--- src/rtl/sed_pkg.sv ---
// ----------------------------------------------------------------------------
// sed_pkg
// Shared types and constants for the speech endpoint detector: the item
// structs, the register set and the register indexes.
// ----------------------------------------------------------------------------
package sed_pkg;

  // Largest frame length that is counted; longer frames are clamped.
  localparam logic [12:0] MAX_FRAME = 13'd4096;

  // Configuration port widths.
  localparam int CFG_INDEX_W = 3;
  localparam int CFG_DATA_W  = 24;

  // Register indexes.
  localparam logic [CFG_INDEX_W-1:0] REG_PROB_THRESHOLD  = 3'd0;
  localparam logic [CFG_INDEX_W-1:0] REG_MIN_SILENCE     = 3'd1;
  localparam logic [CFG_INDEX_W-1:0] REG_MIN_SPEECH      = 3'd2;
  localparam logic [CFG_INDEX_W-1:0] REG_PRE_ROLL_CAP    = 3'd3;
  localparam logic [CFG_INDEX_W-1:0] REG_MIN_CONSEC      = 3'd4;

  // Register reset values.
  localparam logic [15:0] RST_PROB_THRESHOLD = 16'd32768;
  localparam logic [23:0] RST_MIN_SILENCE    = 24'd12800;
  localparam logic [23:0] RST_MIN_SPEECH     = 24'd4000;
  localparam logic [15:0] RST_PRE_ROLL_CAP   = 16'd4800;
  localparam logic [7:0]  RST_MIN_CONSEC     = 8'd3;

  // Saturation limits.
  localparam logic [7:0]  CONSEC_MAX = 8'hFF;
  localparam logic [23:0] SAT24      = 24'hFF_FFFF;
  localparam logic [31:0] SAT32      = 32'hFFFF_FFFF;

  // One audio frame.
  typedef struct packed {
    logic [15:0] voice_prob;
    logic [12:0] frame_samples;
  } in_item_t;

  // One per-frame result.
  typedef struct packed {
    logic        speech_flag;
    logic        in_utterance;
    logic        utterance_started;
    logic [15:0] pre_roll_taken;
    logic        utterance_done;
    logic        utterance_kept;
    logic [31:0] utterance_length;
    logic [23:0] trailing_silence;
  } out_item_t;

  // Current register set.
  typedef struct packed {
    logic [15:0] prob_threshold;
    logic [23:0] min_silence_samples;
    logic [23:0] min_speech_samples;
    logic [15:0] pre_roll_cap_samples;
    logic [7:0]  min_consec_speech;
  } cfg_t;

endpackage

--- src/rtl/sed_cfg_regs.sv ---
// ----------------------------------------------------------------------------
// sed_cfg_regs
// Configuration register file. Writes are always taken; an unknown index
// leaves every register unchanged.
// ----------------------------------------------------------------------------
module sed_cfg_regs (
  input  logic                               clk,
  input  logic                               rst,
  input  logic                               cfg_valid,
  output logic                               cfg_ready,
  input  logic [sed_pkg::CFG_INDEX_W-1:0]    cfg_index,
  input  logic [sed_pkg::CFG_DATA_W-1:0]     cfg_data,
  output sed_pkg::cfg_t                      cfg
);

  assign cfg_ready = 1'b1;

  // Register writes, truncated to each register's width.
  always_ff @(posedge clk) begin
    if (rst) begin
      cfg.prob_threshold       <= sed_pkg::RST_PROB_THRESHOLD;
      cfg.min_silence_samples  <= sed_pkg::RST_MIN_SILENCE;
      cfg.min_speech_samples   <= sed_pkg::RST_MIN_SPEECH;
      cfg.pre_roll_cap_samples <= sed_pkg::RST_PRE_ROLL_CAP;
      cfg.min_consec_speech    <= sed_pkg::RST_MIN_CONSEC;
    end else if (cfg_valid) begin
      case (cfg_index)
        sed_pkg::REG_PROB_THRESHOLD: cfg.prob_threshold       <= cfg_data[15:0];
        sed_pkg::REG_MIN_SILENCE:    cfg.min_silence_samples  <= cfg_data[23:0];
        sed_pkg::REG_MIN_SPEECH:     cfg.min_speech_samples   <= cfg_data[23:0];
        sed_pkg::REG_PRE_ROLL_CAP:   cfg.pre_roll_cap_samples <= cfg_data[15:0];
        sed_pkg::REG_MIN_CONSEC:     cfg.min_consec_speech    <= cfg_data[7:0];
        default: ;
      endcase
    end
  end

endmodule

--- src/rtl/sed_tracker.sv ---
// ----------------------------------------------------------------------------
// sed_tracker
// Utterance state and its one-frame update. The result for the frame held in
// the input register is formed combinationally; the state moves on step.
// ----------------------------------------------------------------------------
module sed_tracker (
  input  logic                clk,
  input  logic                rst,
  input  logic                step,
  input  sed_pkg::in_item_t   item,
  input  sed_pkg::cfg_t       cfg,
  output sed_pkg::out_item_t  result
);

  // Utterance state.
  logic        active;
  logic [7:0]  consec_count;
  logic [23:0] speech_total;
  logic [23:0] silence_total;
  logic [15:0] pre_roll_level;
  logic [31:0] length_total;

  logic        active_next;
  logic [7:0]  consec_count_next;
  logic [23:0] speech_total_next;
  logic [23:0] silence_total_next;
  logic [15:0] pre_roll_level_next;
  logic [31:0] length_total_next;

  logic [12:0] n;
  logic        speech;
  logic        confirmed;
  logic        started;
  logic        active_mid;
  logic        ended;
  logic [7:0]  consec_upd;
  logic [23:0] speech_base;
  logic [24:0] speech_sum;
  logic [23:0] speech_upd;
  logic [24:0] silence_sum;
  logic [23:0] silence_upd;
  logic [31:0] length_base;
  logic [32:0] length_sum;
  logic [31:0] length_upd;
  logic [16:0] pre_roll_sum;
  logic [15:0] pre_roll_upd;

  // Frame length clamp, threshold and run counter.
  always_comb begin
    n = (item.frame_samples > sed_pkg::MAX_FRAME) ? sed_pkg::MAX_FRAME
                                                  : item.frame_samples;
    speech = (item.voice_prob >= cfg.prob_threshold);
    if (!speech) begin
      consec_upd = 8'd0;
    end else if (consec_count != sed_pkg::CONSEC_MAX) begin
      consec_upd = consec_count + 8'd1;
    end else begin
      consec_upd = consec_count;
    end
    confirmed  = active ? (consec_upd >= cfg.min_consec_speech) : speech;
    started    = confirmed && !active;
    active_mid = active || confirmed;
  end

  // Saturating accumulators.
  always_comb begin
    speech_base = started ? 24'd0 : speech_total;
    speech_sum  = {1'b0, speech_base} + {12'd0, n};
    if (!confirmed) begin
      speech_upd = speech_total;
    end else if (speech_sum[24]) begin
      speech_upd = sed_pkg::SAT24;
    end else begin
      speech_upd = speech_sum[23:0];
    end

    silence_sum = {1'b0, silence_total} + {12'd0, n};
    if (confirmed) begin
      silence_upd = 24'd0;
    end else if (!active) begin
      silence_upd = silence_total;
    end else if (silence_sum[24]) begin
      silence_upd = sed_pkg::SAT24;
    end else begin
      silence_upd = silence_sum[23:0];
    end

    length_base = started ? {16'd0, pre_roll_level} : length_total;
    length_sum  = {1'b0, length_base} + {20'd0, n};
    if (!active_mid) begin
      length_upd = length_total;
    end else if (length_sum[32]) begin
      length_upd = sed_pkg::SAT32;
    end else begin
      length_upd = length_sum[31:0];
    end

    pre_roll_sum = {1'b0, pre_roll_level} + {4'd0, n};
    if (active_mid) begin
      pre_roll_upd = 16'd0;
    end else if (pre_roll_sum > {1'b0, cfg.pre_roll_cap_samples}) begin
      pre_roll_upd = cfg.pre_roll_cap_samples;
    end else begin
      pre_roll_upd = pre_roll_sum[15:0];
    end

    ended = active_mid && (silence_upd >= cfg.min_silence_samples);
  end

  // Next state: an end clears the whole utterance.
  always_comb begin
    if (ended) begin
      active_next         = 1'b0;
      consec_count_next   = 8'd0;
      speech_total_next   = 24'd0;
      silence_total_next  = 24'd0;
      pre_roll_level_next = 16'd0;
      length_total_next   = 32'd0;
    end else begin
      active_next         = active_mid;
      consec_count_next   = consec_upd;
      speech_total_next   = speech_upd;
      silence_total_next  = silence_upd;
      pre_roll_level_next = pre_roll_upd;
      length_total_next   = length_upd;
    end
  end

  // Result fields for this frame.
  always_comb begin
    result.speech_flag       = speech;
    result.in_utterance      = active_next;
    result.utterance_started = started;
    result.pre_roll_taken    = started ? pre_roll_level : 16'd0;
    result.utterance_done    = ended;
    result.utterance_kept    = ended && (speech_upd >= cfg.min_speech_samples);
    result.utterance_length  = active_mid ? length_upd : 32'd0;
    result.trailing_silence  = silence_total_next;
  end

  // State registers.
  always_ff @(posedge clk) begin
    if (rst) begin
      active         <= 1'b0;
      consec_count   <= 8'd0;
      speech_total   <= 24'd0;
      silence_total  <= 24'd0;
      pre_roll_level <= 16'd0;
      length_total   <= 32'd0;
    end else if (step) begin
      active         <= active_next;
      consec_count   <= consec_count_next;
      speech_total   <= speech_total_next;
      silence_total  <= silence_total_next;
      pre_roll_level <= pre_roll_level_next;
      length_total   <= length_total_next;
    end
  end

endmodule

--- src/rtl/speech_endpoint_detector_top.sv ---
// ----------------------------------------------------------------------------
// speech_endpoint_detector_top
// Speech endpoint detector: thresholds per-frame speech probabilities and
// tracks utterance start, hangover silence, pre-roll and utterance length.
//
//   Channel  Handshake             Payload
//   in       in_valid / in_ready   in_item   (voice_prob, frame_samples)
//   out      out_valid / out_ready out_item  (eight result fields)
//   cfg      cfg_valid / cfg_ready cfg_index, cfg_data (always ready)
//
// A frame is taken into the input register and, once the output register
// is free or being taken, its result moves there as the utterance state
// updates. One frame per cycle is sustained while the output is not stalled.
// A frame of zero samples is dropped with no result. A stalled output holds one
// more frame in the input register and then drops in_ready. Synchronous reset
// empties both registers and restores the state and configuration defaults.
// ----------------------------------------------------------------------------
module speech_endpoint_detector_top (
  input  logic                            clk,
  input  logic                            rst,
  input  logic                            in_valid,
  output logic                            in_ready,
  input  sed_pkg::in_item_t               in_item,
  output logic                            out_valid,
  input  logic                            out_ready,
  output sed_pkg::out_item_t              out_item,
  input  logic                            cfg_valid,
  output logic                            cfg_ready,
  input  logic [sed_pkg::CFG_INDEX_W-1:0] cfg_index,
  input  logic [sed_pkg::CFG_DATA_W-1:0]  cfg_data
);

  sed_pkg::cfg_t      cfg;
  sed_pkg::in_item_t  in_reg;
  sed_pkg::out_item_t result;
  logic               in_full;
  logic               advance;
  logic               step;

  sed_cfg_regs u_cfg (
    .clk       (clk),
    .rst       (rst),
    .cfg_valid (cfg_valid),
    .cfg_ready (cfg_ready),
    .cfg_index (cfg_index),
    .cfg_data  (cfg_data),
    .cfg       (cfg)
  );

  // The held frame moves on when the output register is free or being taken.
  assign advance  = in_full && (!out_valid || out_ready);
  assign step     = advance && (in_reg.frame_samples != 13'd0);
  assign in_ready = !in_full || advance;

  sed_tracker u_tracker (
    .clk    (clk),
    .rst    (rst),
    .step   (step),
    .item   (in_reg),
    .cfg    (cfg),
    .result (result)
  );

  // Input register.
  always_ff @(posedge clk) begin
    if (rst) begin
      in_full <= 1'b0;
    end else if (in_valid && in_ready) begin
      in_full <= 1'b1;
    end else if (advance) begin
      in_full <= 1'b0;
    end
  end

  always_ff @(posedge clk) begin
    if (in_valid && in_ready) begin
      in_reg <= in_item;
    end
  end

  // Output register.
  always_ff @(posedge clk) begin
    if (rst) begin
      out_valid <= 1'b0;
    end else if (step) begin
      out_valid <= 1'b1;
    end else if (out_ready) begin
      out_valid <= 1'b0;
    end
  end

  always_ff @(posedge clk) begin
    if (step) begin
      out_item <= result;
    end
  end

endmodule

--- config.mk ---
export PLATFORM = sky130hd
export DESIGN_NAME = speech_endpoint_detector_top
export DESIGN_NICKNAME = d
export VERILOG_FILES = /design/src/rtl/sed_pkg.sv /design/src/rtl/sed_cfg_regs.sv /design/src/rtl/sed_tracker.sv /design/src/rtl/speech_endpoint_detector_top.sv
export SDC_FILE = /design/constraint.sdc
export NUM_CORES = 1
export LEC_CHECK = 0
export ABC_CLOCK_PERIOD_IN_PS = 10100
export BUFFER_PORTS_ARGS = -buffer_cell sky130_fd_sc_hd__buf_2
export CORE_MARGIN = 5
export CORE_UTILIZATION = 57
export DETAILED_ROUTE_END_ITERATION = 10
export GPL_TIMING_DRIVEN = 1
export PLACE_DENSITY = 0.75
export SLEW_MARGIN = 10
export SYNTH_ARGS = -nofsm -noshare
export SYNTH_HDL_FRONTEND = slang
export SYNTH_SLANG_ARGS = --single-unit
--- constraint.sdc ---
create_clock -name clk -period 10.1 [get_ports clk]
set_input_delay 2.02 -clock clk [delete_from_list [all_inputs] [get_ports clk]]
set_output_delay 2.02 -clock clk [all_outputs]
set_load 0.01 [all_outputs]
# Word-level counts from Yosys, hierarchy flattened
# Cells that the tools add are included.
[totals]
regBits = 301
input_bits = 61
out_inout_bits = 80
[classes]
order_cmp = 6
n_reduce_logical = 21
n_eq_ne = 5
addsub = 5
mux = 25
[op_table]
columns = ["cell", "n"]
rows = [
  ["$mux W24", 8],
  ["$mux W32", 4],
  ["$add A24 B13 Y25", 2],
  ["$ge A24 B24 Y1", 2],
  ["$mux W16", 3],
  ["$add A32 B13 Y33", 1],
  ["$mux W8", 3],
  ["$add A16 B13 Y17", 1],
  ["$gt A17 B16 Y1", 1],
  ["$ge A16 B16 Y1", 1],
  ["$gt A13 B13 Y1 const B", 1],
  ["$mux W13", 1],
  ["$reduce_bool A13 Y1", 1],
  ["$reduce_and A2 Y1", 5],
  ["$add A8 B1 Y8 const B", 1],
  ["$ge A8 B8 Y1", 1],
  ["$ne A8 B8 Y1 const B", 1],
  ["$eq A3 B2 Y1 const B", 2],
  ["$logic_and A1 B1 Y1", 6],
  ["$mux W1", 6],
  ["$reduce_bool A2 Y1", 2],
  ["$eq A3 B1 Y1 const B", 1],
  ["$eq A3 B3 Y1 const B", 1],
  ["$logic_not A1 Y1", 3],
  ["other kinds (2)", 4],
]

# Logic depth before layout (Yosys ltp)
[logic_depth]
word_depth = 12
depth_mapped = 29

# By module
# A second synthesis with hierarchy kept.
[hier_totals]
cells_unflattened = 1955
hier_area_um2 = 17665.7
[modules_own_cells]
columns = ["mod", "area_each_um2", "cells_per_inst", "instances"]
rows = [
  ["sed_tracker", 10791.6, 1500, 1],
  ["sed_cfg_regs", 3569.7, 334, 1],
  ["speech_endpoint_detector_top", 3304.4, 121, 1],
]

# Worst setup path after synthesis
# OpenSTA, ideal clock, no wires.
[synth_path]
kind = "flip-flop to flip-flop"
from = "register in_reg[28] (netlist name)"
to = "register u_tracker.length_total[10]"
synth_period_minus_slack_ns = 5.622
stages_incl_launch_ff = 27
path_slack_ns = 4.478
arrival_ns = 5.516
path_cell_list = "edfxtp_1 ha_1 nand4_1 or3_1 o21a_1 a211oi_1 ha_1 a21o_1 a31oi_1 o21ai_0 a311oi_2 nor2_1 buf_2 buf_2 buf_1 nor2_1 ha_1 and3_1 a221o_1 a21oi_1 a21oi_1 o21ai_2 nor2_1 or2_2 buf_2 buf_4 a211oi_1"
[synth_via]
elab_chain_cells = 10
word_cells_on_any_way = 14
[synth_rtl]
columns = ["item", "line_no", "text"]
rows = [
  ["from (decl)", "speech_endpoint_detector_top.sv:34", "sed_pkg::in_item_t in_reg;"],
  ["from (signal assigned)", "speech_endpoint_detector_top.sv:77", "in_reg <= in_item;"],
  ["$ge A16 B16 Y1 *", "sed_tracker.sv:52", "speech = (item.voice_prob >= cfg.prob_threshold);"],
  ["$mux W8", "sed_tracker.sv:53", "if (!speech) begin"],
  ["$ge A8 B8 Y1", "sed_tracker.sv:60", "confirmed = active ? (consec_upd >= cfg.min_consec_speech) : speech;"],
  ["$mux W1 *", "sed_tracker.sv:60", ""],
  ["$logic_and A1 B1 Y1", "sed_tracker.sv:61", "started = confirmed && !active;"],
  ["$mux W32", "sed_tracker.sv:88", "length_base = started ? {16'd0, pre_roll_level} : length_total;"],
  ["$add A32 B13 Y33", "sed_tracker.sv:89", "length_sum = {1'b0, length_base} + {20'd0, n};"],
  ["$mux W32", "sed_tracker.sv:92", "end else if (length_sum[32]) begin"],
  ["$mux W32", "sed_tracker.sv:90", "if (!active_mid) begin"],
  ["$mux W32 *", "sed_tracker.sv:112", "if (ended) begin"],
  ["to (signal assigned)", "sed_tracker.sv:156", "length_total <= length_total_next;"],
  ["to (decl)", "sed_tracker.sv:21", "logic [31:0] length_total;"],
]
# Every way passes the cells marked *; elsewhere a longest branch is shown, timed or not.
# A chain may end at the register's enable or synchronous reset.

==> results.py <==
metrics = {
    "outcome": {
        "status": "complete, no violations",
    },
    "power_and_ir_drop": {
        "power.share.clock": 0.394,
        "p_seq_frac": 0.451,
        "finalPower_mw": 2.95,
        "vdd_ir_drop_max_uv": 142,
        "cellLeakagePower_nw": 7.99,
        "p_switching_mw": 0.818,
        "p_sw_frac": 0.278,
        "powerDensity_nw_per_um2": 153,
        "p_comb_frac": 0.155,
        "p_int_mw": 2.13,
    },
    "timing": {
        "finalWorstSetupSlack_ns": 2.99,
        "period_needed_ns": 7.11,
        "maxSlewViolCount": 0,
        "slew-limit-headroom": 0.348,
        "setup_viol": 0,
        "tightest_slew_ns": 0.975,
        "tns_ns": 0,
        "fin_worst_skew_ns": 0.0198,
        "rsz0062_at_grt": "no",
        "hold_viol_final": 0,
        "finalCritPeriodShare": 0.704,
        "timing.fmax_ghz": 0.141,
    },
    "clocking": {
        "htreeDepth": 2,
        "clk_latency_ns": 0.52,
        "cts_tree": "yes",
        "cts.sinks": 301,
        "post-cts-setup-buffer-count": 0,
        "clk_pin_slew_worst_paths_ns": 0.06,
        "post_cts_resized": 0,
        "cts_max_path_buffers": 3,
        "root_buffer": "clkbuf_16",
        "postCtsHoldBufs": 0,
        "cts_made_buffers": 34,
    },
    "yosys": {
        "synth.cell_area_um2": 17200,
        "ys.flop_type": "dfxtp_1",
        "synth.most_common_cell": "nand2_1",
        "synthTopCellsByCount": "nand2_1 (274), dfxtp_1 (195), a21oi_1 (194), nor2_1 (163), ha_1 (141)",
        "synth_top_area_share": 0.226,
        "netlist-cell-type-count": 86,
        "postSynthAreaPerCell_um2": 8.75,
        "synth_edf_count": 106,
        "yosys_warnings": 0,
        "netlist_instances": 1969,
        "synth_fp_nets": 2175,
        "ys_seq_elements": 301,
        "seq_area_frac_synth": 0.411,
        "yosys-top-cells-area": "dfxtp_1 (23%), edfxtp_1 (18%), ha_1 (10%)",
        "async_flop_share": 0,
        "synth_area_leader_cell": "dfxtp_1",
    },
    "cells_and_area": {
        "drive_above_1_share": 0.122,
        "top_regs": "u_cfg.cfg: 88 flops, out_item: 77 flops, u_tracker.length_total: 32 flops",
        "largest_reg_flops": 88,
        "antenna_cells_inserted": 0,
        "regMostFlops": "u_cfg.cfg",
        "syn2layout_area_growth_pct": 11.9,
        "nNetsFinal": 2287,
    },
    "hold_path": {
        "hp-class": "flip-flop to flip-flop",
    },
    "drt": {
        "drtAntennaViolNets": 0,
        "drc": 0,
        "vias": 15100,
        "drtIter0Drc": 1301,
        "dr.pass1.iters": 6,
        "wl_per_cell_um": 19.2,
        "postRouteWirelength_mm": 48.0,
        "vias_per_cell": 6.06,
    },
    "critical_path": {
        "worstReg2RegStart": "u_cfg.cfg[85]$_SDFFE_PP0P_",
        "path_class": "flip-flop to flip-flop",
        "crit_fanout": 23,
        "crit_arrival_ns": 7.55,
        "crit_start": "u_cfg.cfg[85]$_SDFFE_PP0P_",
        "worstSetupStartpointType": "flip-flop",
        "required_ns": 10.54,
        "end_kind": "flip-flop",
        "reg2reg_depth": 25,
        "reg2reg_slack_ns": 2.99,
        "crit_end": "u_tracker.speech_total[21]$_SDFFE_PP0P_",
        "r2r_end": "u_tracker.speech_total[21]$_SDFFE_PP0P_",
    },
    "global_route": {
        "grt_max_degree": 93,
        "grt_pass1_vias": 14300,
        "overflow": 0,
        "antenna_found_initial": 0,
        "grt_pass1_wl_mm": 75.3,
        "track_usage": 0.275,
    },
    "placed_design": {
        "post-place-ws_ns": 3.29,
        "routabilityCongestion": 0.970,
        "port_buffers": 139,
        "dpl.hpwl_mm": 34.3,
    },
    "floorplan": {
        "core_um2": 29700,
        "pin_count": 141,
        "die_y_um": 184,
        "rows": 63,
        "initial_core_util": 0.580,
        "die-width_um": 184,
        "die-area_um2": 33800,
    },
    "flow_run": {
        "cap_violations": 0,
    },
}
-- logic make-up (layout without fill, tap and decap cells) --
kind of cell	Yosys count	in the layout	synth area share
fa+ha+maj	145	145	0.107
mux	18	18	0.0106
other cells	1	1	0.000218
xor+xnor	64	64	0.0325
buf+inv	213	350	0.0488
compound gates	538	538	0.203
simple gates	689	689	0.187
flops	301	301	0.411
-- final cells by class --
type | instances | area, um2
fillers | 2515 | 10400
multi-input cells | 1455 | 9320
flip-flops and latches | 301 | 7090
clock buffers | 45 | 913
repair buffers | 167 | 908
well taps | 390 | 488
inverters | 122 | 460
clock inverters | 16 | 106
-- routing by layer --
metal / part of all wire / global-route usage / wire (um) / vias up
li1: - / - / - / 7241
met1: 0.42 / 0.381 / 20200 / 7109
met2: 0.44 / 0.434 / 21300 / 648
met3: 0.097 / 0.0505 / 4630 / 118
met4: 0.039 / 0.101 / 1870 / 0
met5: 0 / 0 / 0 / -
-- power by group through the flow --
stage	sequential [mW]	clock, mW	combinational (mW)
after floorplan	1.36	0	0.303
after global placement	1.35	0	0.438
after detailed placement	1.35	0	0.446
after CTS	1.33	1.17	0.450
after global routing	1.33	1.22	0.502
final	1.33	1.16	0.456
-- critical path, cell delays in order (launching register included) --
cell and delay [ns]:
dfxtp_1 0.34, inv_1 0.05, ha_1 0.33, nand4_1 0.16, or3_1 0.49, o21a_1 0.33
a211oi_1 0.38, ha_1 0.33, a21o_1 0.19, a31oi_1 0.15, o21ai_0 0.13, a311oi_2 0.65
or2_0 0.18, buf_4 0.28, o221ai_1 0.25, ha_1 0.33, nand2b_1 0.14, a211oi_1 0.27
o21ai_0 0.21, a31o_2 0.26, o21ai_2 0.15, inv_2 0.12, nor3_4 0.74, buf_4 0.35
a31oi_1 0.10, a21oi_1 0.12
-- worst min path at each step --
stage | start | to | cells after the start
2_1_floorplan | u_tracker.silence_total[20]$_SDFFE_PP0P_ | u_tracker.silence_total[20]$_SDFFE_PP0P_ | 2
3_3_place_gp | u_cfg.cfg[7]$_SDFFE_PP0P_ | u_cfg.cfg[7]$_SDFFE_PP0P_ | 2
3_5_place_dp | u_tracker.length_total[12]$_SDFFE_PP0P_ | u_tracker.length_total[12]$_SDFFE_PP0P_ | 2
4_1_cts | u_cfg.cfg[36]$_SDFFE_PP0P_ | u_cfg.cfg[36]$_SDFFE_PP0P_ | 2
5_1_grt | u_cfg.cfg[43]$_SDFFE_PP0P_ | u_cfg.cfg[43]$_SDFFE_PP0P_ | 2
6_report | u_cfg.cfg[70]$_SDFFE_PP0P_ | u_cfg.cfg[70]$_SDFFE_PP0P_ | 2
-- cells in the final DEF, fill, tap and decap left out, types with 6 or more instances in the layout --
cell type,n
nand2b_1,12
o31ai_1,9
and3_1,23
buf_4,29
o21a_1,15
xnor2_1,44
nor2b_1,29
ha_1,141
nand3_1,46
dfxtp_1,195
clkbuf_1,10
xor2_1,20
clkinv_2,8
or3_1,9
a21o_1,47
nand3b_1,17
a211o_1,10
nand4_1,22
a22o_1,33
nor4_1,6
nor3_1,24
o21ai_1,6
o221a_2,8
o21ai_0,90
buf_2,138
and2_1,41
clkbuf_16,35
mux2i_1,16
o211ai_1,7
a31oi_1,18
edfxtp_1,106
nand2_1,274
a211oi_1,28
inv_1,119
a21oi_1,194
nor2_1,160
-- through the flow --
step / hold WS (ns) / instances / utilization / area, um2
floorplan: 0.431 / 1969 / - / 17200
global route: 0.471 / 2496 / 0.649 / 19300
detailed placement: 0.448 / 2435 / 0.615 / 18300
finish: 0.454 / 2496 / 0.649 / 19300
global placement: 0.443 / 2435 / 0.615 / 18300
CTS: 0.455 / 2496 / 0.649 / 19300
(Power assumes the default switching activity.)
